[src/hdl/vsot_pkg.sv]
// ----------------------------------------------------------------------------
// vsot_pkg: shared types and constants of the voxel store
// volume geometry, derived widths, opcodes, sequencer states and memory words
// ----------------------------------------------------------------------------
`default_nettype none

package vsot_pkg;

  // volume geometry
  localparam int VOL_WIDTH  = 64;
  localparam int VOL_HEIGHT = 64;
  localparam int VOL_DEPTH  = 64;

  localparam int CELL_SHIFT = 3;
  localparam int CELLS_X    = (VOL_WIDTH + 7) / 8;
  localparam int CELLS_Y    = (VOL_HEIGHT + 7) / 8;
  localparam int CELLS_Z    = (VOL_DEPTH + 7) / 8;
  localparam int CELL_COUNT  = CELLS_X * CELLS_Y * CELLS_Z;
  localparam int VOXEL_COUNT = VOL_WIDTH * VOL_HEIGHT * VOL_DEPTH;

  // address and position widths
  localparam int VOX_AW  = (VOXEL_COUNT > 1) ? $clog2(VOXEL_COUNT) : 1;
  localparam int CELL_AW = (CELL_COUNT > 1) ? $clog2(CELL_COUNT) : 1;
  localparam int X_W     = (VOL_WIDTH > 1) ? $clog2(VOL_WIDTH) : 1;
  localparam int Y_W     = (VOL_HEIGHT > 1) ? $clog2(VOL_HEIGHT) : 1;
  localparam int Z_W     = (VOL_DEPTH > 1) ? $clog2(VOL_DEPTH) : 1;
  localparam int RX_W    = $clog2(VOL_WIDTH + 1);
  localparam int RY_W    = $clog2(VOL_HEIGHT + 1);

  // field widths
  localparam int OP_W       = 2;
  localparam int CRD_W      = 16;
  localparam int VAL_W      = 8;
  localparam int SOLID_W    = 19;
  localparam int RECT_OUT_W = 7;
  localparam int CNT_W      = 10;
  localparam logic [CNT_W-1:0] COUNT_MAX = 10'd1023;

  // shared adder width
  localparam int ALU_W = (VOX_AW > SOLID_W) ? VOX_AW : SOLID_W;

  // register port
  localparam int APB_AW    = 3;
  localparam int APB_DW    = 32;
  localparam int REG_IDX_W = APB_AW - 2;
  localparam logic [REG_IDX_W-1:0] REG_TRACKING = '0;

  typedef enum logic [OP_W-1:0] {
    OP_READ,
    OP_WRITE,
    OP_TAKE_RECT,
    OP_TAKE_FLAG
  } opcode_e;

  typedef enum logic {
    ALU_ADD,
    ALU_SUB
  } alu_op_e;

  typedef logic [ALU_W-1:0] alu_word_t;

  typedef struct packed {
    alu_op_e   op;
    alu_word_t a;
    alu_word_t b;
  } alu_req_t;

  typedef enum logic [3:0] {
    ST_CLEAR,
    ST_IDLE,
    ST_ADR_VT,
    ST_ADR_CT,
    ST_ADR_VI,
    ST_ADR_CI,
    ST_READ,
    ST_EVAL,
    ST_CNT,
    ST_TOT,
    ST_WRBK,
    ST_RESP
  } state_e;

  typedef struct packed {
    logic [RX_W-1:0] lo_x;
    logic [RY_W-1:0] lo_y;
    logic [RX_W-1:0] hi_x;
    logic [RY_W-1:0] hi_y;
  } rect_t;

  localparam rect_t RECT_EMPTY = '{
    lo_x: RX_W'(VOL_WIDTH),
    lo_y: RY_W'(VOL_HEIGHT),
    hi_x: '0,
    hi_y: '0
  };

  typedef struct packed {
    logic [CNT_W-1:0] cnt;
    logic             occ;
    logic             chg;
  } cell_t;

  typedef struct packed {
    logic              en;
    logic [VOX_AW-1:0] addr;
    logic [VAL_W-1:0]  data;
  } vox_wr_t;

  typedef struct packed {
    logic               en;
    logic [CELL_AW-1:0] addr;
    cell_t              data;
  } cell_wr_t;

  typedef struct packed {
    logic           en;
    logic [Z_W-1:0] addr;
    rect_t          data;
  } rect_wr_t;

  typedef struct packed {
    logic [VOX_AW-1:0]  vox;
    logic [CELL_AW-1:0] coarse;
    logic [Z_W-1:0]     rect;
  } mem_rd_addr_t;

  typedef struct packed {
    logic [VAL_W-1:0] vox;
    cell_t            coarse;
    rect_t            rect;
  } mem_rd_data_t;

endpackage

`default_nettype wire

[src/hdl/vsot_if.sv]
// ----------------------------------------------------------------------------
// vsot_if: request and result channels of the voxel store
// valid/ready handshake, a word moves when both are high at a clock edge
// ----------------------------------------------------------------------------
`default_nettype none

interface vsot_in_if import vsot_pkg::*; ();
  logic                    valid;
  logic                    ready;
  logic [OP_W-1:0]         opcode;
  logic signed [CRD_W-1:0] coord_x;
  logic signed [CRD_W-1:0] coord_y;
  logic signed [CRD_W-1:0] coord_z;
  logic [VAL_W-1:0]        new_value;

  modport source (output valid, opcode, coord_x, coord_y, coord_z, new_value,
                  input ready);
  modport sink   (input valid, opcode, coord_x, coord_y, coord_z, new_value,
                  output ready);
endinterface

interface vsot_out_if import vsot_pkg::*; ();
  logic                  valid;
  logic                  ready;
  logic                  in_range;
  logic [VAL_W-1:0]      voxel_value;
  logic [SOLID_W-1:0]    solid_total;
  logic                  cell_occupied;
  logic                  cell_changed;
  logic [RECT_OUT_W-1:0] rect_min_x;
  logic [RECT_OUT_W-1:0] rect_min_y;
  logic [RECT_OUT_W-1:0] rect_max_x;
  logic [RECT_OUT_W-1:0] rect_max_y;

  modport source (output valid, in_range, voxel_value, solid_total, cell_occupied,
                  cell_changed, rect_min_x, rect_min_y, rect_max_x, rect_max_y,
                  input ready);
  modport sink   (input valid, in_range, voxel_value, solid_total, cell_occupied,
                  cell_changed, rect_min_x, rect_min_y, rect_max_x, rect_max_y,
                  output ready);
endinterface

`default_nettype wire

[src/hdl/vsot_seq.sv]
// ----------------------------------------------------------------------------
// vsot_seq: sequencer and datapath registers of the voxel store
// walks one word through address, read, count update and write back steps
// ----------------------------------------------------------------------------
`default_nettype none

module vsot_seq import vsot_pkg::*; (
  input  wire logic         clk_i,
  input  wire logic         rst_ni,
  vsot_in_if.sink           in_i,
  vsot_out_if.source        out_o,
  input  wire logic         tracking_i,
  output alu_req_t          alu_req_o,
  input  wire alu_word_t    alu_sum_i,
  output vox_wr_t           vox_wr_o,
  output cell_wr_t          cell_wr_o,
  output rect_wr_t          rect_wr_o,
  output mem_rd_addr_t      rd_addr_o,
  input  wire mem_rd_data_t rd_data_i
);

  state_e state_q, state_d;
  logic [VOX_AW-1:0]  clr_q, clr_d;
  logic [SOLID_W-1:0] total_q, total_d;
  logic               out_valid_q, out_valid_d;

  opcode_e            op_q;
  logic [X_W-1:0]     x_q;
  logic [Y_W-1:0]     y_q;
  logic [Z_W-1:0]     z_q;
  logic [VAL_W-1:0]   val_q;
  logic               ok_q, zok_q;
  alu_word_t          vt_q, ct_q;
  logic [VOX_AW-1:0]  vi_q;
  logic [CELL_AW-1:0] ci_q;
  logic [VAL_W-1:0]   vox_q;
  cell_t              cell_q;
  rect_t              rect_q;

  logic                  res_in_range_q;
  logic [VAL_W-1:0]      res_value_q;
  logic [SOLID_W-1:0]    res_total_q;
  logic                  res_occ_q;
  logic                  res_chg_q;
  logic [RECT_OUT_W-1:0] res_min_x_q, res_min_y_q, res_max_x_q, res_max_y_q;

  logic             in_ready;
  logic             out_load;
  logic             xok, yok, zok;
  logic [CNT_W-1:0] cnt_new;
  logic             flip_cell;
  rect_t            rect_grown;
  logic [RX_W-1:0]  x_ext, x_next;
  logic [RY_W-1:0]  y_ext, y_next;
  logic             show_rect, show_vox;
  logic             solid_flip;

  // range checks on the incoming word
  assign xok = !in_i.coord_x[CRD_W-1] &&
               (in_i.coord_x[CRD_W-2:0] < (CRD_W-1)'(VOL_WIDTH));
  assign yok = !in_i.coord_y[CRD_W-1] &&
               (in_i.coord_y[CRD_W-2:0] < (CRD_W-1)'(VOL_HEIGHT));
  assign zok = !in_i.coord_z[CRD_W-1] &&
               (in_i.coord_z[CRD_W-2:0] < (CRD_W-1)'(VOL_DEPTH));

  // saturating cell count, sum comes from the shared unit
  always_comb begin
    cnt_new = cell_q.cnt;
    if (val_q != '0) begin
      if (cell_q.cnt != COUNT_MAX) begin
        cnt_new = alu_sum_i[CNT_W-1:0];
      end
    end else if (cell_q.cnt != '0) begin
      cnt_new = alu_sum_i[CNT_W-1:0];
    end
  end
  assign flip_cell = (cell_q.cnt == '0) != (cnt_new == '0);

  // dirty rectangle grown to cover the voxel
  assign x_ext  = RX_W'(x_q);
  assign y_ext  = RY_W'(y_q);
  assign x_next = x_ext + RX_W'(1);
  assign y_next = y_ext + RY_W'(1);
  always_comb begin
    rect_grown = rect_q;
    if (x_ext < rect_q.lo_x) rect_grown.lo_x = x_ext;
    if (y_ext < rect_q.lo_y) rect_grown.lo_y = y_ext;
    if (x_next > rect_q.hi_x) rect_grown.hi_x = x_next;
    if (y_next > rect_q.hi_y) rect_grown.hi_y = y_next;
  end

  assign solid_flip = (rd_data_i.vox == '0) != (val_q == '0);
  assign show_rect  = (op_q == OP_TAKE_RECT) ? zok_q : ok_q;
  assign show_vox   = ok_q && (op_q != OP_TAKE_RECT);

  assign rd_addr_o = '{vox: vi_q, coarse: ci_q, rect: z_q};

  always_comb begin
    state_d     = state_q;
    clr_d       = clr_q;
    total_d     = total_q;
    in_ready    = 1'b0;
    out_load    = 1'b0;
    alu_req_o   = '{op: ALU_ADD, a: '0, b: '0};
    vox_wr_o    = '0;
    cell_wr_o   = '0;
    rect_wr_o   = '0;
    case (state_q)
      ST_CLEAR: begin
        vox_wr_o  = '{en: 1'b1, addr: clr_q, data: '0};
        cell_wr_o = '{en: ({1'b0, clr_q} < (VOX_AW+1)'(CELL_COUNT)),
                      addr: clr_q[CELL_AW-1:0], data: '0};
        rect_wr_o = '{en: ({1'b0, clr_q} < (VOX_AW+1)'(VOL_DEPTH)),
                      addr: clr_q[Z_W-1:0], data: RECT_EMPTY};
        clr_d = clr_q + VOX_AW'(1);
        if (clr_q == VOX_AW'(VOXEL_COUNT - 1)) begin
          state_d = ST_IDLE;
        end
      end
      ST_IDLE: begin
        in_ready = 1'b1;
        if (in_i.valid) begin
          if (opcode_e'(in_i.opcode) != OP_TAKE_RECT && xok && yok && zok) begin
            state_d = ST_ADR_VT;
          end else begin
            state_d = ST_READ;
          end
        end
      end
      ST_ADR_VT: begin
        alu_req_o.a = alu_word_t'(y_q);
        alu_req_o.b = alu_word_t'(alu_word_t'(z_q) * alu_word_t'(VOL_HEIGHT));
        state_d = ST_ADR_CT;
      end
      ST_ADR_CT: begin
        alu_req_o.a = alu_word_t'(y_q) >> CELL_SHIFT;
        alu_req_o.b = alu_word_t'((alu_word_t'(z_q) >> CELL_SHIFT) * alu_word_t'(CELLS_Y));
        state_d = ST_ADR_VI;
      end
      ST_ADR_VI: begin
        alu_req_o.a = alu_word_t'(x_q);
        alu_req_o.b = alu_word_t'(vt_q * alu_word_t'(VOL_WIDTH));
        state_d = ST_ADR_CI;
      end
      ST_ADR_CI: begin
        alu_req_o.a = alu_word_t'(x_q) >> CELL_SHIFT;
        alu_req_o.b = alu_word_t'(ct_q * alu_word_t'(CELLS_X));
        state_d = ST_READ;
      end
      ST_READ: begin
        state_d = ST_EVAL;
      end
      ST_EVAL: begin
        if (op_q == OP_WRITE && ok_q && rd_data_i.vox != val_q) begin
          state_d = solid_flip ? ST_CNT : ST_WRBK;
        end else begin
          state_d = ST_RESP;
        end
      end
      ST_CNT: begin
        alu_req_o.op = (val_q != '0) ? ALU_ADD : ALU_SUB;
        alu_req_o.a  = alu_word_t'(cell_q.cnt);
        alu_req_o.b  = alu_word_t'(1);
        state_d = ST_TOT;
      end
      ST_TOT: begin
        alu_req_o.op = (val_q != '0) ? ALU_ADD : ALU_SUB;
        alu_req_o.a  = alu_word_t'(total_q);
        alu_req_o.b  = alu_word_t'(1);
        if (val_q != '0 || total_q != '0) begin
          total_d = alu_sum_i[SOLID_W-1:0];
        end
        state_d = ST_WRBK;
      end
      ST_WRBK: begin
        vox_wr_o  = '{en: 1'b1, addr: vi_q, data: val_q};
        cell_wr_o = '{en: 1'b1, addr: ci_q, data: cell_q};
        rect_wr_o = '{en: tracking_i, addr: z_q, data: rect_grown};
        state_d = ST_RESP;
      end
      ST_RESP: begin
        if (!out_valid_q || out_o.ready) begin
          out_load = 1'b1;
          state_d  = ST_IDLE;
          // read-and-clear side effects happen once, as the result is loaded
          if (op_q == OP_TAKE_RECT && zok_q) begin
            rect_wr_o = '{en: 1'b1, addr: z_q, data: RECT_EMPTY};
          end
          if (op_q == OP_TAKE_FLAG && ok_q) begin
            cell_wr_o = '{en: 1'b1, addr: ci_q,
                          data: '{cnt: cell_q.cnt, occ: cell_q.occ, chg: 1'b0}};
          end
        end
      end
      default: begin
        state_d = ST_IDLE;
      end
    endcase
  end

  always_comb begin
    out_valid_d = out_valid_q;
    if (out_load) begin
      out_valid_d = 1'b1;
    end else if (out_o.ready) begin
      out_valid_d = 1'b0;
    end
  end

  always_ff @(posedge clk_i or negedge rst_ni) begin
    if (!rst_ni) begin
      state_q     <= ST_CLEAR;
      clr_q       <= '0;
      total_q     <= '0;
      out_valid_q <= 1'b0;
    end else begin
      state_q     <= state_d;
      clr_q       <= clr_d;
      total_q     <= total_d;
      out_valid_q <= out_valid_d;
    end
  end

  // datapath registers
  always_ff @(posedge clk_i) begin
    case (state_q)
      ST_IDLE: begin
        if (in_i.valid) begin
          op_q  <= opcode_e'(in_i.opcode);
          x_q   <= in_i.coord_x[X_W-1:0];
          y_q   <= in_i.coord_y[Y_W-1:0];
          z_q   <= in_i.coord_z[Z_W-1:0];
          val_q <= in_i.new_value;
          ok_q  <= xok && yok && zok;
          zok_q <= zok;
        end
      end
      ST_ADR_VT: vt_q <= alu_sum_i;
      ST_ADR_CT: ct_q <= alu_sum_i;
      ST_ADR_VI: vi_q <= alu_sum_i[VOX_AW-1:0];
      ST_ADR_CI: ci_q <= alu_sum_i[CELL_AW-1:0];
      ST_EVAL: begin
        vox_q  <= rd_data_i.vox;
        cell_q <= rd_data_i.coarse;
        rect_q <= rd_data_i.rect;
      end
      ST_CNT: begin
        cell_q.cnt <= cnt_new;
        if (flip_cell) begin
          cell_q.occ <= (cnt_new != '0);
          cell_q.chg <= 1'b1;
        end
      end
      ST_WRBK: begin
        vox_q <= val_q;
        if (tracking_i) begin
          rect_q <= rect_grown;
        end
      end
      default: begin
      end
    endcase
  end

  // result register
  always_ff @(posedge clk_i) begin
    if (out_load) begin
      res_in_range_q <= show_rect;
      res_value_q    <= show_vox ? vox_q : '0;
      res_occ_q      <= show_vox && cell_q.occ;
      res_chg_q      <= show_vox && cell_q.chg;
      res_total_q    <= total_q;
      res_min_x_q    <= show_rect ? RECT_OUT_W'(rect_q.lo_x) : RECT_OUT_W'(VOL_WIDTH);
      res_min_y_q    <= show_rect ? RECT_OUT_W'(rect_q.lo_y) : RECT_OUT_W'(VOL_HEIGHT);
      res_max_x_q    <= show_rect ? RECT_OUT_W'(rect_q.hi_x) : '0;
      res_max_y_q    <= show_rect ? RECT_OUT_W'(rect_q.hi_y) : '0;
    end
  end

  assign in_i.ready          = in_ready;
  assign out_o.valid         = out_valid_q;
  assign out_o.in_range      = res_in_range_q;
  assign out_o.voxel_value   = res_value_q;
  assign out_o.solid_total   = res_total_q;
  assign out_o.cell_occupied = res_occ_q;
  assign out_o.cell_changed  = res_chg_q;
  assign out_o.rect_min_x    = res_min_x_q;
  assign out_o.rect_min_y    = res_min_y_q;
  assign out_o.rect_max_x    = res_max_x_q;
  assign out_o.rect_max_y    = res_max_y_q;

endmodule

`default_nettype wire

[src/flat_wrapper.sv]
// flat-port wrapper written by rule: the top's interface ports become plain ports
module vsot_seq_flat import vsot_pkg::*;
  (clk_i, rst_ni, tracking_i, alu_req_o, alu_sum_i, vox_wr_o, cell_wr_o, rect_wr_o, rd_addr_o, rd_data_i, in_i_valid, in_i_opcode, in_i_coord_x, in_i_coord_y, in_i_coord_z, in_i_new_value, in_i_ready, out_o_valid, out_o_in_range, out_o_voxel_value, out_o_solid_total, out_o_cell_occupied, out_o_cell_changed, out_o_rect_min_x, out_o_rect_min_y, out_o_rect_max_x, out_o_rect_max_y, out_o_ready);
  vsot_in_if in_i_i ();
  vsot_out_if out_o_i ();
  input  wire logic clk_i;
  input  wire logic rst_ni;
  input  wire logic tracking_i;
  output alu_req_t alu_req_o;
  input  wire alu_word_t alu_sum_i;
  output vox_wr_t vox_wr_o;
  output cell_wr_t cell_wr_o;
  output rect_wr_t rect_wr_o;
  output mem_rd_addr_t rd_addr_o;
  input  wire mem_rd_data_t rd_data_i;
  input wire logic [$bits(in_i_i.valid)-1:0] in_i_valid;
  input wire logic [$bits(in_i_i.opcode)-1:0] in_i_opcode;
  input wire logic [$bits(in_i_i.coord_x)-1:0] in_i_coord_x;
  input wire logic [$bits(in_i_i.coord_y)-1:0] in_i_coord_y;
  input wire logic [$bits(in_i_i.coord_z)-1:0] in_i_coord_z;
  input wire logic [$bits(in_i_i.new_value)-1:0] in_i_new_value;
  output wire logic [$bits(in_i_i.ready)-1:0] in_i_ready;
  output wire logic [$bits(out_o_i.valid)-1:0] out_o_valid;
  output wire logic [$bits(out_o_i.in_range)-1:0] out_o_in_range;
  output wire logic [$bits(out_o_i.voxel_value)-1:0] out_o_voxel_value;
  output wire logic [$bits(out_o_i.solid_total)-1:0] out_o_solid_total;
  output wire logic [$bits(out_o_i.cell_occupied)-1:0] out_o_cell_occupied;
  output wire logic [$bits(out_o_i.cell_changed)-1:0] out_o_cell_changed;
  output wire logic [$bits(out_o_i.rect_min_x)-1:0] out_o_rect_min_x;
  output wire logic [$bits(out_o_i.rect_min_y)-1:0] out_o_rect_min_y;
  output wire logic [$bits(out_o_i.rect_max_x)-1:0] out_o_rect_max_x;
  output wire logic [$bits(out_o_i.rect_max_y)-1:0] out_o_rect_max_y;
  input wire logic [$bits(out_o_i.ready)-1:0] out_o_ready;
  assign in_i_i.valid = in_i_valid;
  assign in_i_i.opcode = in_i_opcode;
  assign in_i_i.coord_x = in_i_coord_x;
  assign in_i_i.coord_y = in_i_coord_y;
  assign in_i_i.coord_z = in_i_coord_z;
  assign in_i_i.new_value = in_i_new_value;
  assign in_i_ready = in_i_i.ready;
  assign out_o_valid = out_o_i.valid;
  assign out_o_in_range = out_o_i.in_range;
  assign out_o_voxel_value = out_o_i.voxel_value;
  assign out_o_solid_total = out_o_i.solid_total;
  assign out_o_cell_occupied = out_o_i.cell_occupied;
  assign out_o_cell_changed = out_o_i.cell_changed;
  assign out_o_rect_min_x = out_o_i.rect_min_x;
  assign out_o_rect_min_y = out_o_i.rect_min_y;
  assign out_o_rect_max_x = out_o_i.rect_max_x;
  assign out_o_rect_max_y = out_o_i.rect_max_y;
  assign out_o_i.ready = out_o_ready;
  vsot_seq u_core (.clk_i(clk_i), .rst_ni(rst_ni), .in_i(in_i_i), .out_o(out_o_i), .tracking_i(tracking_i), .alu_req_o(alu_req_o), .alu_sum_i(alu_sum_i), .vox_wr_o(vox_wr_o), .cell_wr_o(cell_wr_o), .rect_wr_o(rect_wr_o), .rd_addr_o(rd_addr_o), .rd_data_i(rd_data_i));
endmodule
[config.mk]
export PLATFORM = sky130hd
export DESIGN_NAME = vsot_seq_flat
export DESIGN_NICKNAME = d
export VERILOG_FILES = /design/src/hdl/vsot_pkg.sv /design/src/hdl/vsot_if.sv /design/src/hdl/vsot_seq.sv /design/src/flat_wrapper.sv
export SDC_FILE = /design/constraint.sdc
export NUM_CORES = 1
export LEC_CHECK = 0
export ABC_CLOCK_PERIOD_IN_PS = 12710
export BUFFER_PORTS_ARGS = -buffer_cell sky130_fd_sc_hd__buf_2
export CORE_MARGIN = 4
export CORE_UTILIZATION = 40
export CTS_CLUSTER_DIAMETER = 40
export CTS_CLUSTER_SIZE = 24
export DETAILED_ROUTE_END_ITERATION = 7
export GPL_TIMING_DRIVEN = 0
export PLACE_DENSITY = 0.77
export SYNTH_ARGS = -nofsm -noshare
export SYNTH_HDL_FRONTEND = slang
export SYNTH_SLANG_ARGS = --single-unit
[constraint.sdc]
create_clock -name clk_i -period 12.71 [get_ports clk_i]
set_input_delay 0.6355 -clock clk_i [delete_from_list [all_inputs] [get_ports clk_i]]
set_output_delay 0.6355 -clock clk_i [all_outputs]
set_load 0.05 [all_outputs]
# --- Word-level counts from Yosys, hierarchy flattened ---
# Index checks and enable logic that the tools add are counted.
# W data, S select, Z words.
totals:
  ff_bits: 234
  elab_cells: 144
classes:
  n_mux: 35
  eq_ne: 26
  n_reduce_logical: 39
  n_lt_le_gt_ge: 9
  n_addsub: 3
ops:
  columns: ["op", "count"]
  rows:
  - ["$pmux W38 S6", 1]
  - ["$pmux W35 S3", 1]
  - ["$mux W35", 2]
  - ["$pmux W22 S3", 1]
  - ["$pmux W28 S2", 1]
  - ["$pmux W27 S2", 1]
  - ["$pmux W4 S12", 1]
  - ["$lt A15 B7 Y1 const B", 3]
  - ["$mux W22", 2]
  - ["$mux W10", 3]
  - ["$mux W28", 1]
  - ["$mux W7", 4]
  - ["$pmux W12 S2", 1]
  - ["$logic_not A10 Y1", 2]
  - ["$reduce_bool A10 Y1", 2]
  - ["$reduce_bool A19 Y1", 1]
  - ["$add A18 B1 Y18 const B", 1]
  - ["$eq A18 B18 Y1 const B", 1]
  - ["$lt A18 B10 Y1 const B", 1]
  - ["$lt A18 B7 Y1 const B", 1]
  - ["$eq A4 B3 Y1 const B", 4]
  - ["$eq A4 B4 Y1 const B", 4]
  - ["$logic_not A8 Y1", 2]
  - ["$mux W4", 4]
  - ["other kinds (25)", 67]

# --- Longest topological paths before layout ---
# Gate-level depths: netlist (run 1).
logic_depth:
  depth_word: 8
  ltp_mapped: 9
  ltp_nobuf: 9

# --- Worst setup path before layout (run 1) ---
# No wires, ideal clock.
synth_path:
  path_type: "flip-flop to output port"
  start: "reg u_core.out_valid_q (netlist: u_core.out_o.valid)"
  end: "out cell_wr_o[10] in the netlist's numbering"
  stages_incl_launch_ff: 6
  t_required_ps: 12075
  t_arrival_ps: 4426
  n_path_buf: 1
  slack_ps: 7649
  cell_sequence: "dfrtp_1 -> nor2b_1 -> nor2_1 -> a41o_1 -> clkbuf_1 -> and2_1"
synth_rtl:
  columns: ["element", "line", "rtl"]
  rows:
  - ["from (decl)", "vsot_seq.sv:25", "logic out_valid_q, out_valid_d;"]
  - ["from (signal assigned)", "vsot_seq.sv:220", "out_valid_q <= out_valid_d;"]
  - ["to (decl)", "flat_wrapper.sv:12", "output cell_wr_t cell_wr_o;"]

==> impl_metrics.env, run 1 <==
export IMPL_status="complete, no violations"
export IMPL_coreArea_um2=27000
export IMPL_htreeDepth=2
export IMPL_clockBufferDepth=3
export IMPL_slew_headroom=0.286
export IMPL_rsz0062_at_grt="no"
export IMPL_fmax_mhz=234
export IMPL_wl_per_cell_um=21.9
export IMPL_r2r_end="u_core.rect_q[3]$_DFFE_PP_"
export IMPL_final_antenna_net_count=0
export IMPL_io_pins=346
export IMPL_vias=9082
export IMPL_hold_viol_final=0
export IMPL_power_leakage_nw=6.48
export IMPL_viasPerCell=5.41
export IMPL_gp_congestion=0.870
export IMPL_start_util=0.407
export IMPL_synth_cell_area_um2=11000
export IMPL_die_w_um=174
export IMPL_synth_area_per_cell_um2=11.9
export IMPL_dp_hpwl_um=28200
export IMPL_ys_flop_type="edfxtp_1"
export IMPL_wl_um=36800
export IMPL_hold_start="in_i_coord_z[3]"
export IMPL_synth_most_common_cell="edfxtp_1"
export IMPL_async_flop_share=0.179
export IMPL_holdBufCountCts=0
export IMPL_clk_pin_slew_worst_paths_ns=0.06
export IMPL_nets=1469
export IMPL_cp_end_kind="output pin"
export IMPL_synth_top_area_cell="edfxtp_1"
export IMPL_synth_top_area_share=0.525
export IMPL_cts_resized_gates=0
export IMPL_rrSetupSlack_ns=9.35
export IMPL_grt_max_degree=43
export IMPL_holdPathEnd="u_core.z_q[3]$_DFFE_PP_"
export IMPL_die_area_um2=30200
export IMPL_synthToLayoutAreaGrowth_pct=31.8
export IMPL_worstPathRequired_ns=12.07
export IMPL_drt_pass1_iterations=6
export IMPL_period_share=0.336
export IMPL_grt_antenna_before_repair=3
export IMPL_grt_usage=0.236
export IMPL_cap_violations=0
export IMPL_whs_ns=0.282
export IMPL_crit_path_max_fanout=7
export IMPL_worstPathArrival_ns=3.64
export IMPL_drc=0
export IMPL_drtIter0Drc=734
export IMPL_num_rows=60
export IMPL_yosys_top_cells_count="192 x edfxtp_1, 117 x nand2_1, 80 x nor2_1"
export IMPL_cts_sinks=234
export IMPL_numCtsBuffers=36
export IMPL_start_kind="flop"
export IMPL_reg2reg_depth=7
export IMPL_syn_inst=923
export IMPL_io_buffer_count=343
export IMPL_die_h_um=174
export IMPL_power_density_nw_per_um2=226
export IMPL_cts_tree="done"
export IMPL_ys_types=56
export IMPL_postCtsSetupBuffers=0
export IMPL_insertion_delay_ns=0.52
export IMPL_synthTopCellsByArea="edfxtp_1 52%, dfrtp_1 9.6%, nand2_1 4.0%"
export IMPL_maxSlewViolCount=0
export IMPL_first_global_vias=9304
export IMPL_tns_ns=0
export IMPL_ys_seq_area_frac=0.620
export IMPL_cts_root_buffer="clkbuf_16"
export IMPL_finalCoreUtilization=0.536
export IMPL_grt_pass1_wl_um=55200
export IMPL_crit_type="reg2out"
export IMPL_worst_pin_slew_ns=1.06
export IMPL_min_path_cells=1
export IMPL_ys_warn_count=0
export IMPL_ys_ff_latch=234
export IMPL_layout_drive_gt1_share=0.337
export IMPL_overflow=0
export IMPL_min_period_ns=4.27
export IMPL_ir_worst_vdd_mv=0.147
export IMPL_finClkSkew_ns=0.0270
export IMPL_hp_class="in2reg"
export IMPL_finalSetupViolations=0
export IMPL_r2r_start="u_core.state_q[2]$_DFFE_PN0P_"
export IMPL_synth_edff_count=192
routing by layer:
| layer | GRT usage | share of wire |
|---|---|---|
| met1 | 0.311 | 0.41 |
| met2 | 0.388 | 0.47 |
| met3 | 0.0528 | 0.083 |
| met4 | 0.0795 | 0.029 |
| met5 | 0 | 0.00019 |
through the flow:
step / total power [W] / cells / setup slack, ns / instance area (um2)
global placement: 0.00226 / 1608 / 5.90 / 13100
floorplan: 0.00192 / 924 / 7.65 / 11000
global route: 0.00341 / 1680 / 8.23 / 14500
finish: 0.00327 / 1680 / 8.44 / 14500
detailed placement: 0.00229 / 1612 / 8.99 / 13200
CTS: 0.00328 / 1677 / 8.44 / 14500
flip-flops by register name, summed over array words and instances, names as in the netlist, 2 cells and up:
| signal | flops |
|---|---|
| u_core.out_o.voxel_value | 8 |
| u_core.out_o.rect_min_y | 7 |
| u_core.y_q | 6 |
| u_core.x_q | 6 |
| u_core.vox_q | 8 |
| u_core.op_q | 2 |
| u_core.out_o.rect_max_x | 7 |
| u_core.val_q | 8 |
| u_core.rect_q | 28 |
| u_core.clr_q | 18 |
| u_core.out_o.rect_min_x | 7 |
| u_core.total_q | 19 |
| u_core.ci_q | 9 |
| u_core.out_o.solid_total | 19 |
| u_core.z_q | 6 |
| u_core.ct_q | 16 |
| u_core.state_q | 4 |
| u_core.out_o.rect_max_y | 7 |
| u_core.cell_q | 12 |
| u_core.vi_q | 18 |
| u_core.vt_q | 13 |
power breakdown:
part,internal (W),total [W],switching (W)
Clock,0.000604,0.000994,0.000390
Combinational,0.000288,0.00113,0.000842
Sequential,0.00102,0.00115,0.000128
cells in the final DEF, fill, tap and decap left out, drive strengths merged, types with 22 or more instances in the layout:
cell type / count
nand2: 118
buf: 355
a22oi: 22
and2: 47
ha: 29
nor2: 80
a22o: 28
o21ai: 31
a21oi: 26
nor4: 22
edfxtp: 192
dfrtp: 42
xnor2: 27
clkbuf: 76
nand3: 23
inv: 41
critical path: stages (launching register included):
cell and delay, ns:
edfxtp_1 0.54, and3_1 0.25, nand3_1 0.10, xnor2_1 0.19, ha_1 0.21, or3_1 0.37
o32ai_1 0.80, nor2_1 0.11, o21ai_0 0.25, buf_2 0.31
logic make-up (layout without fill, tap and decap cells):
| group | Yosys count | in the layout | share of synthesized area |
|---|---|---|---|
| AO/OA/AOI/OAI | 142 | 142 | 0.0892 |
| buffers and inverters | 73 | 486 | 0.0265 |
| adder cells (fa/ha/maj) | 29 | 29 | 0.0330 |
| AND/OR/NAND/NOR | 374 | 374 | 0.169 |
| flip-flops | 234 | 234 | 0.620 |
| multiplexers | 36 | 36 | 0.0350 |
| XOR/XNOR | 34 | 34 | 0.0271 |
| other | 1 | 4 | 0.000341 |
worst max-delay path by stage:
stage	start	slack, ns	end	cells after the start
CTS	u_core.state_q[2]$_DFFE_PN0P_	8.44	alu_req_o[24]	6
floorplan	u_core.out_o.valid$_DFFE_PN0P_	7.65	cell_wr_o[10]	5
global route	u_core.x_q[0]$_DFFE_PP_	8.23	rect_wr_o[12]	9
finish	u_core.x_q[2]$_DFFE_PP_	8.44	rect_wr_o[12]	9
global placement	out_o_ready	5.90	cell_wr_o[10]	7
detailed placement	u_core.state_q[2]$_DFFE_PN0P_	8.99	alu_req_o[24]	6
layout make-up:
| type | instances | area (um2) |
|---|---|---|
| Clock inverter | 27 | 323 |
| Antenna cell | 2 | 5.00 |
| Clock buffer | 38 | 908 |
| Buffer | 45 | 189 |
| Sequential cell | 234 | 6820 |
| Inverter | 28 | 105 |
| Tap cell | 341 | 427 |
| Multi-Input combinational cell | 617 | 3900 |
| Timing Repair Buffer | 348 | 1810 |
| Fill cell | 2376 | 12500 |
No activity file was read; power rests on OpenSTA's default activity.
==> run 2: changes to the inputs <==
--- a/config.mk
+++ b/config.mk
@@ -5,7 +5,7 @@
 export SDC_FILE = /design/constraint.sdc
 export NUM_CORES = 1
 export LEC_CHECK = 0
-export ABC_CLOCK_PERIOD_IN_PS = 12710
+export ABC_CLOCK_PERIOD_IN_PS = 3700
 export BUFFER_PORTS_ARGS = -buffer_cell sky130_fd_sc_hd__buf_2
 export CORE_MARGIN = 4
 export CORE_UTILIZATION = 40
@@ -13,7 +13,7 @@
 export CTS_CLUSTER_SIZE = 24
 export DETAILED_ROUTE_END_ITERATION = 7
 export GPL_TIMING_DRIVEN = 0
-export PLACE_DENSITY = 0.77
+export PLACE_DENSITY = 0.8
 export SYNTH_ARGS = -nofsm -noshare
 export SYNTH_HDL_FRONTEND = slang
 export SYNTH_SLANG_ARGS = --single-unit
==> constraint.sdc (replaced) <==
create_clock -name clk_i -period 3.7 [get_ports clk_i]
set_input_delay 0.185 -clock clk_i [delete_from_list [all_inputs] [get_ports clk_i]]
set_output_delay 0.185 -clock clk_i [all_outputs]
set_load 0.05 [all_outputs]
==> run 2 against run 1 <==
- die area stayed put
- design area increased by 4.6%
- via count rose by 6.2%
- critical path depth increased by 1
- critical endpoint is now rect_wr_o[7]
==> impl_metrics.env, run 2 (same netlist as run 1, synthesis figures left out) <==
export IMPL_start_kind="flop"
export IMPL_grt_max_degree=43
export IMPL_drc=0
export IMPL_hold_start="rd_data_i[1]"
export IMPL_viasPerCell=5.51
export IMPL_rrSetupSlack_ns=0.33
export IMPL_tns_ns=0
export IMPL_hold_viol_final=0
export IMPL_final_cell_mix="345 x buf_2, 192 x edfxtp_1, 116 x nand2_1, 79 x nor2_1, 74 x dlygate4sd3_1"
export IMPL_wl_per_cell_um=22.2
export IMPL_vias=9645
export IMPL_crit_path_max_fanout=7
export IMPL_drt_pass1_iterations=5
export IMPL_grt_antenna_before_repair=0
export IMPL_htreeDepth=2
export IMPL_power_leakage_nw=6.74
export IMPL_grt_pass1_wl_um=58400
export IMPL_finalSetupViolations=0
export IMPL_finClkSkew_ns=0.0334
export IMPL_num_rows=60
export IMPL_clockBufferDepth=3
export IMPL_max_flop_register="u_core.rect_q"
export IMPL_cts_tree="done"
export IMPL_synthToLayoutAreaGrowth_pct=37.9
export IMPL_largest_reg_flops=28
export IMPL_io_pins=346
export IMPL_cts_root_buffer="clkbuf_16"
export IMPL_maxSlewViolCount=0
export IMPL_postCtsSetupBuffers=0
export IMPL_min_period_ns=3.60
export IMPL_cp_slowest_stage_delay_ns=0.53
export IMPL_dp_hpwl_um=28400
export IMPL_start_util=0.407
export IMPL_gp_congestion=0.918
export IMPL_reg2reg_depth=6
export IMPL_total_power_w=0.0113
export IMPL_crit_type="reg2out"
export IMPL_ir_worst_vdd_mv=0.632
export IMPL_worstPathRequired_ns=3.51
export IMPL_coreArea_um2=27000
export IMPL_holdPathEnd="u_core.rect_q[1]$_DFFE_PP_"
export IMPL_nets=1542
export IMPL_critPathBufInv=2
export IMPL_whs_ns=0.0123
export IMPL_insertion_delay_ns=0.52
export IMPL_cts_sinks=234
export IMPL_rsz0062_at_grt="yes"
export IMPL_status="complete, no violations"
export IMPL_crit_family="simple AND/OR/NAND/NOR gates"
export IMPL_first_global_vias=9934
export IMPL_numCtsBuffers=36
export IMPL_power_density_nw_per_um2=743
export IMPL_grt_usage=0.249
export IMPL_die_h_um=174
export IMPL_io_buffer_count=343
export IMPL_r2r_start="u_core.state_q[2]$_DFFE_PN0P_"
export IMPL_clk_pin_slew_worst_paths_ns=0.06
export IMPL_cp_end_kind="output pin"
export IMPL_die_area_um2=30200
export IMPL_die_w_um=174
export IMPL_period_share=0.972
export IMPL_worst_pin_slew_ns=1.11
export IMPL_cap_violations=0
export IMPL_worstPathArrival_ns=3.41
export IMPL_min_path_cells=3
export IMPL_num_antenna_cells=0
export IMPL_fmax_mhz=278
export IMPL_hp_class="in2reg"
export IMPL_final_antenna_net_count=0
export IMPL_slew_headroom=0.261
export IMPL_drtIter0Drc=777
export IMPL_r2r_end="u_core.rect_q[23]$_DFFE_PP_"
export IMPL_slowest_stage="edfxtp_1"
export IMPL_overflow=0
export IMPL_wl_um=38900
export IMPL_layout_drive_gt1_share=0.317
export IMPL_final_common_cell="buf_2"
export IMPL_cp_cell_sequence="ha_1, nand3_1, xnor2_1, ha_1, and4_1, and4_1, clkbuf_1, or4_1, nand2_1, buf_2"
## run 2: worst min-delay path: stages
cell and delay (ns):
buf_2 0.08, nor2_1 0.03, a21oi_1 0.10
## run 2: area by class of cell
cell class                      count  area [um2]
Fill cell                        2287       11900
Sequential cell                   234        6820
Multi-Input combinational cell    618        3930
Timing Repair Buffer              420        2500
Clock buffer                       41         941
Tap cell                          341         427
Clock inverter                     22         245
Buffer                             45         189
Inverter                           28         105
## run 2: routing by layer
metal  vias to the layer above  track usage  routed length (um)  share of wire
met1                      4678        0.306               15100           0.39
met3                        94       0.0626                3490          0.090
met4                         0       0.0891                1250          0.032
met5                         -            0                   0              0
met2                       557        0.426               19000           0.49
li1                       4316            -                   -              -
## run 2: where the power goes
group	switching [W]	internal [W]
combinational	0.00293	0.00103
clock	0.00123	0.00212
sequential	0.000445	0.00351
## run 2: timing repair
item / in CTS / in global routing
hold endpoints to repair: 150 / 0
endpoints found under the setup margin: 39 / 18
resized for setup: 3 / 3
pin swaps: 0 / 1
gates cloned: 0 / 1
hold buffers: 74 / 0
## run 2: per-stage QoR
stage,util,setup WS [ns],cell area (um2),instances
6_report,0.561,0.102,15200,1749
5_1_grt,0.561,-0.0901,15200,1749
2_1_floorplan,-,0.0982,11000,924
3_3_place_gp,0.486,-1.02,13100,1608
3_5_place_dp,0.488,-0.115,13200,1611
4_1_cts,0.560,0.00721,15100,1748
## run 2: worst max path at each step
stage                                    from                     endpoint  slack (ns)  cells after the start
5_1_grt         u_core.state_q[2]$_DFFE_PN0P_                 vox_wr_o[24]       -0.09                      7
3_5_place_dp    u_core.state_q[2]$_DFFE_PN0P_  u_core.rect_q[22]$_DFFE_PP_       -0.11                      6
2_1_floorplan  u_core.out_o.valid$_DFFE_PN0P_                cell_wr_o[10]         0.1                      5
3_3_place_gp    u_core.state_q[2]$_DFFE_PN0P_                 cell_wr_o[7]       -1.02                      6
4_1_cts               u_core.y_q[0]$_DFFE_PP_                 rect_wr_o[5]       0.007                     10
6_report              u_core.x_q[1]$_DFFE_PP_                 rect_wr_o[7]        0.10                     10
==> run 3: changes to the inputs <==
--- a/config.mk
+++ b/config.mk
@@ -5,6 +5,7 @@
 export SDC_FILE = /design/constraint.sdc
 export NUM_CORES = 1
 export LEC_CHECK = 0
+export ABC_AREA = 1
 export ABC_CLOCK_PERIOD_IN_PS = 3700
 export BUFFER_PORTS_ARGS = -buffer_cell sky130_fd_sc_hd__buf_2
 export CORE_MARGIN = 4
@@ -13,7 +14,7 @@
 export CTS_CLUSTER_SIZE = 24
 export DETAILED_ROUTE_END_ITERATION = 7
 export GPL_TIMING_DRIVEN = 0
-export PLACE_DENSITY = 0.8
+export PLACE_DENSITY = 0.7
 export SYNTH_ARGS = -nofsm -noshare
 export SYNTH_HDL_FRONTEND = slang
 export SYNTH_SLANG_ARGS = --single-unit
==> run 3 against run 2 <==
- sequential power decreased by 3%
- non-clock buffer count unchanged
- critical path depth unchanged
- final cell count increased by 16%
- design area increased by 4.2%
- first-iteration DRC count decreased by 9.1%
- via count increased by 6.7%
- critical path type unchanged
==> impl_metrics.env, run 3 <==
export IMPL_period_share=0.945
export IMPL_crit_path_max_fanout=20
export IMPL_clk_pin_slew_worst_paths_ns=0.04
export IMPL_synthTopCellsByArea="edfxtp_1 51%, dfrtp_1 9.3%, nand2_1 7.1%"
export IMPL_worstPathRequired_ns=3.51
export IMPL_drtIter0Drc=706
export IMPL_ys_types=49
export IMPL_start_util=0.406
export IMPL_ys_seq_area_frac=0.602
export IMPL_cts_sinks=234
export IMPL_synth_top_area_share=0.509
export IMPL_final_antenna_net_count=0
export IMPL_grt_max_degree=43
export IMPL_io_pins=346
export IMPL_status="complete, no violations"
export IMPL_maxSlewViolCount=0
export IMPL_overflow=0
export IMPL_layout_drive_gt1_share=0.282
export IMPL_finalSetupViolations=0
export IMPL_wl_per_cell_um=19.1
export IMPL_synthToLayoutAreaGrowth_pct=39.5
export IMPL_die_w_um=176
export IMPL_power_leakage_nw=7.65
export IMPL_drc=0
export IMPL_synth_area_per_cell_um2=9.85
export IMPL_ys_warn_count=0
export IMPL_slew_headroom=0.318
export IMPL_gp_congestion=0.926
export IMPL_syn_inst=1149
export IMPL_numCtsBuffers=39
export IMPL_wl_um=38700
export IMPL_largest_reg_flops=28
export IMPL_cap_violations=0
export IMPL_viasPerCell=5.07
export IMPL_cp_end_kind="output pin"
export IMPL_rsz0062_at_grt="no"
export IMPL_final_common_cell="buf_2"
export IMPL_die_area_um2=31100
export IMPL_rrSetupSlack_ns=0.88
export IMPL_synth_edff_count=192
export IMPL_grt_usage=0.242
export IMPL_total_power_w=0.0109
export IMPL_nets=1783
export IMPL_start_kind="flop"
export IMPL_cts_root_buffer="clkbuf_16"
export IMPL_htreeDepth=2
export IMPL_ir_worst_vdd_mv=0.569
export IMPL_die_h_um=176
export IMPL_min_period_ns=3.50
export IMPL_synth_top_area_cell="edfxtp_1"
export IMPL_cts_tree="done"
export IMPL_first_global_vias=10100
export IMPL_worstPathArrival_ns=3.31
export IMPL_vias=10300
export IMPL_dp_hpwl_um=29100
export IMPL_yosys_top_cells_count="214 x nand2_1, 192 x edfxtp_1, 177 x inv_1"
export IMPL_grt_pass1_wl_um=57900
export IMPL_io_buffer_count=343
export IMPL_hp_class="in2reg"
export IMPL_power_density_nw_per_um2=692
export IMPL_async_flop_share=0.179
export IMPL_fmax_mhz=286
export IMPL_setup_ws_ns=0.204
export IMPL_final_cell_mix="353 x buf_2, 213 x nand2_1, 192 x edfxtp_1, 177 x inv_1, 141 x nor2_1"
export IMPL_worst_pin_slew_ns=1.02
export IMPL_num_antenna_cells=0
export IMPL_ys_flop_type="edfxtp_1"
export IMPL_grt_antenna_before_repair=0
export IMPL_max_flop_register="u_core.rect_q"
export IMPL_synth_most_common_cell="nand2_1"
export IMPL_insertion_delay_ns=0.52
export IMPL_clockBufferDepth=3
export IMPL_hold_viol_final=0
export IMPL_coreArea_um2=27900
export IMPL_synth_cell_area_um2=11300
export IMPL_finClkSkew_ns=0.0225
export IMPL_pre_cts_ws_ns=0.659
export IMPL_ys_ff_latch=234
export IMPL_crit_type="reg2out"
export IMPL_drt_pass1_iterations=7
export IMPL_num_rows=61
## run 3: cell count changes after synthesis, moves of 24 or more
cell     before  now
and2_1       47    0
inv_1        28  177
xnor2_1      27    3
nand2_1     117  214
nor2_1       80  144
o21ai_0      29   88
## run 3: per-layer routing
metal | vias up | share of wire | GRT usage
met5 | - | 0 | 0
met4 | 0 | 0.032 | 0.0835
met3 | 96 | 0.073 | 0.0441
met2 | 488 | 0.48 | 0.410
met1 | 4884 | 0.41 | 0.314
li1 | 4822 | - | -
## run 3: stage by stage
stage / util / hold slack (ns) / std cells / TNS [ns] / instance area [um2]
floorplan: - / -0.111 / 1150 / 0 / 11300
global placement: 0.485 / 0.362 / 1871 / -47.94 / 13500
detailed placement: 0.491 / 0.363 / 1877 / 0 / 13700
CTS: 0.565 / 0.00866 / 2025 / 0 / 15800
global route: 0.567 / 0.0162 / 2030 / 0 / 15800
finish: 0.567 / 0.0283 / 2030 / 0 / 15800
## run 3: final timing paths
| kind | from | end | cells after the start |
|---|---|---|---|
| worst max-delay path | u_core.state_q[3]$_DFFE_PN0P_ | cell_wr_o[7] | 10 |
| worst min-delay path | rd_data_i[7] | u_core.rect_q[7]$_DFFE_PP_ | 3 |
| worst max register to register | u_core.y_q[1]$_DFFE_PP_ | u_core.rect_q[5]$_DFFE_PP_ | 14 |
| worst min register to register | u_core.total_q[16]$_DFFE_PN0P_ | u_core.out_o.solid_total[16]$_DFFE_PP_ | 0 |
| max in group asynchronous | rst_ni | u_core.state_q[2]$_DFFE_PN0P_ | 2 |
| min in group asynchronous | rst_ni | u_core.clr_q[17]$_DFFE_PN0P_ | 2 |
## run 3: where the power goes
group          leakage [nW]  internal [W]  total, W  switching [W]
sequential             2.29       0.00351   0.00386       0.000345
clock                 0.633       0.00228   0.00352        0.00124
combinational          4.72      0.000874   0.00355        0.00268
## run 3: timing repair
action	in CTS	in global routing
endpoints found under the setup margin	0	10
setup buffers	0	5
hold buffers	79	0
endpoints found under the hold margin	165	0
resized for setup	0	4
## run 3: cell families (layout without fill, tap and decap cells)
family / Yosys count / count (layout) / synth area share
AND/OR/NAND/NOR: 459 / 459 / 0.175
other: 1 / 2 / 0.000331
buffers and inverters: 218 / 720 / 0.0757
flip-flops: 234 / 234 / 0.602
adder cells (fa/ha/maj): 29 / 29 / 0.0320
XOR/XNOR: 22 / 22 / 0.0170
AO/OA/AOI/OAI: 186 / 186 / 0.0980
## run 3: layout make-up
class,instances,area (um2)
fillers,2404,12100
flip-flops and latches,234,6820
multi-input cells,698,3680
repair buffers,433,2670
clock buffers,46,1070
inverters,186,698
well taps,378,473
clock inverters,23,218
plain buffers,32,159
## run 3: critical path: stages (launching register included)
cell,delay [ns]
dfrtp_1,0.40
inv_2,0.09
nor2_1,0.12
inv_2,0.08
nor2_1,0.12
inv_1,0.10
nor2_4,0.59
a41oi_1,0.41
clkbuf_1,0.41
nor2_1,0.18
buf_2,0.31
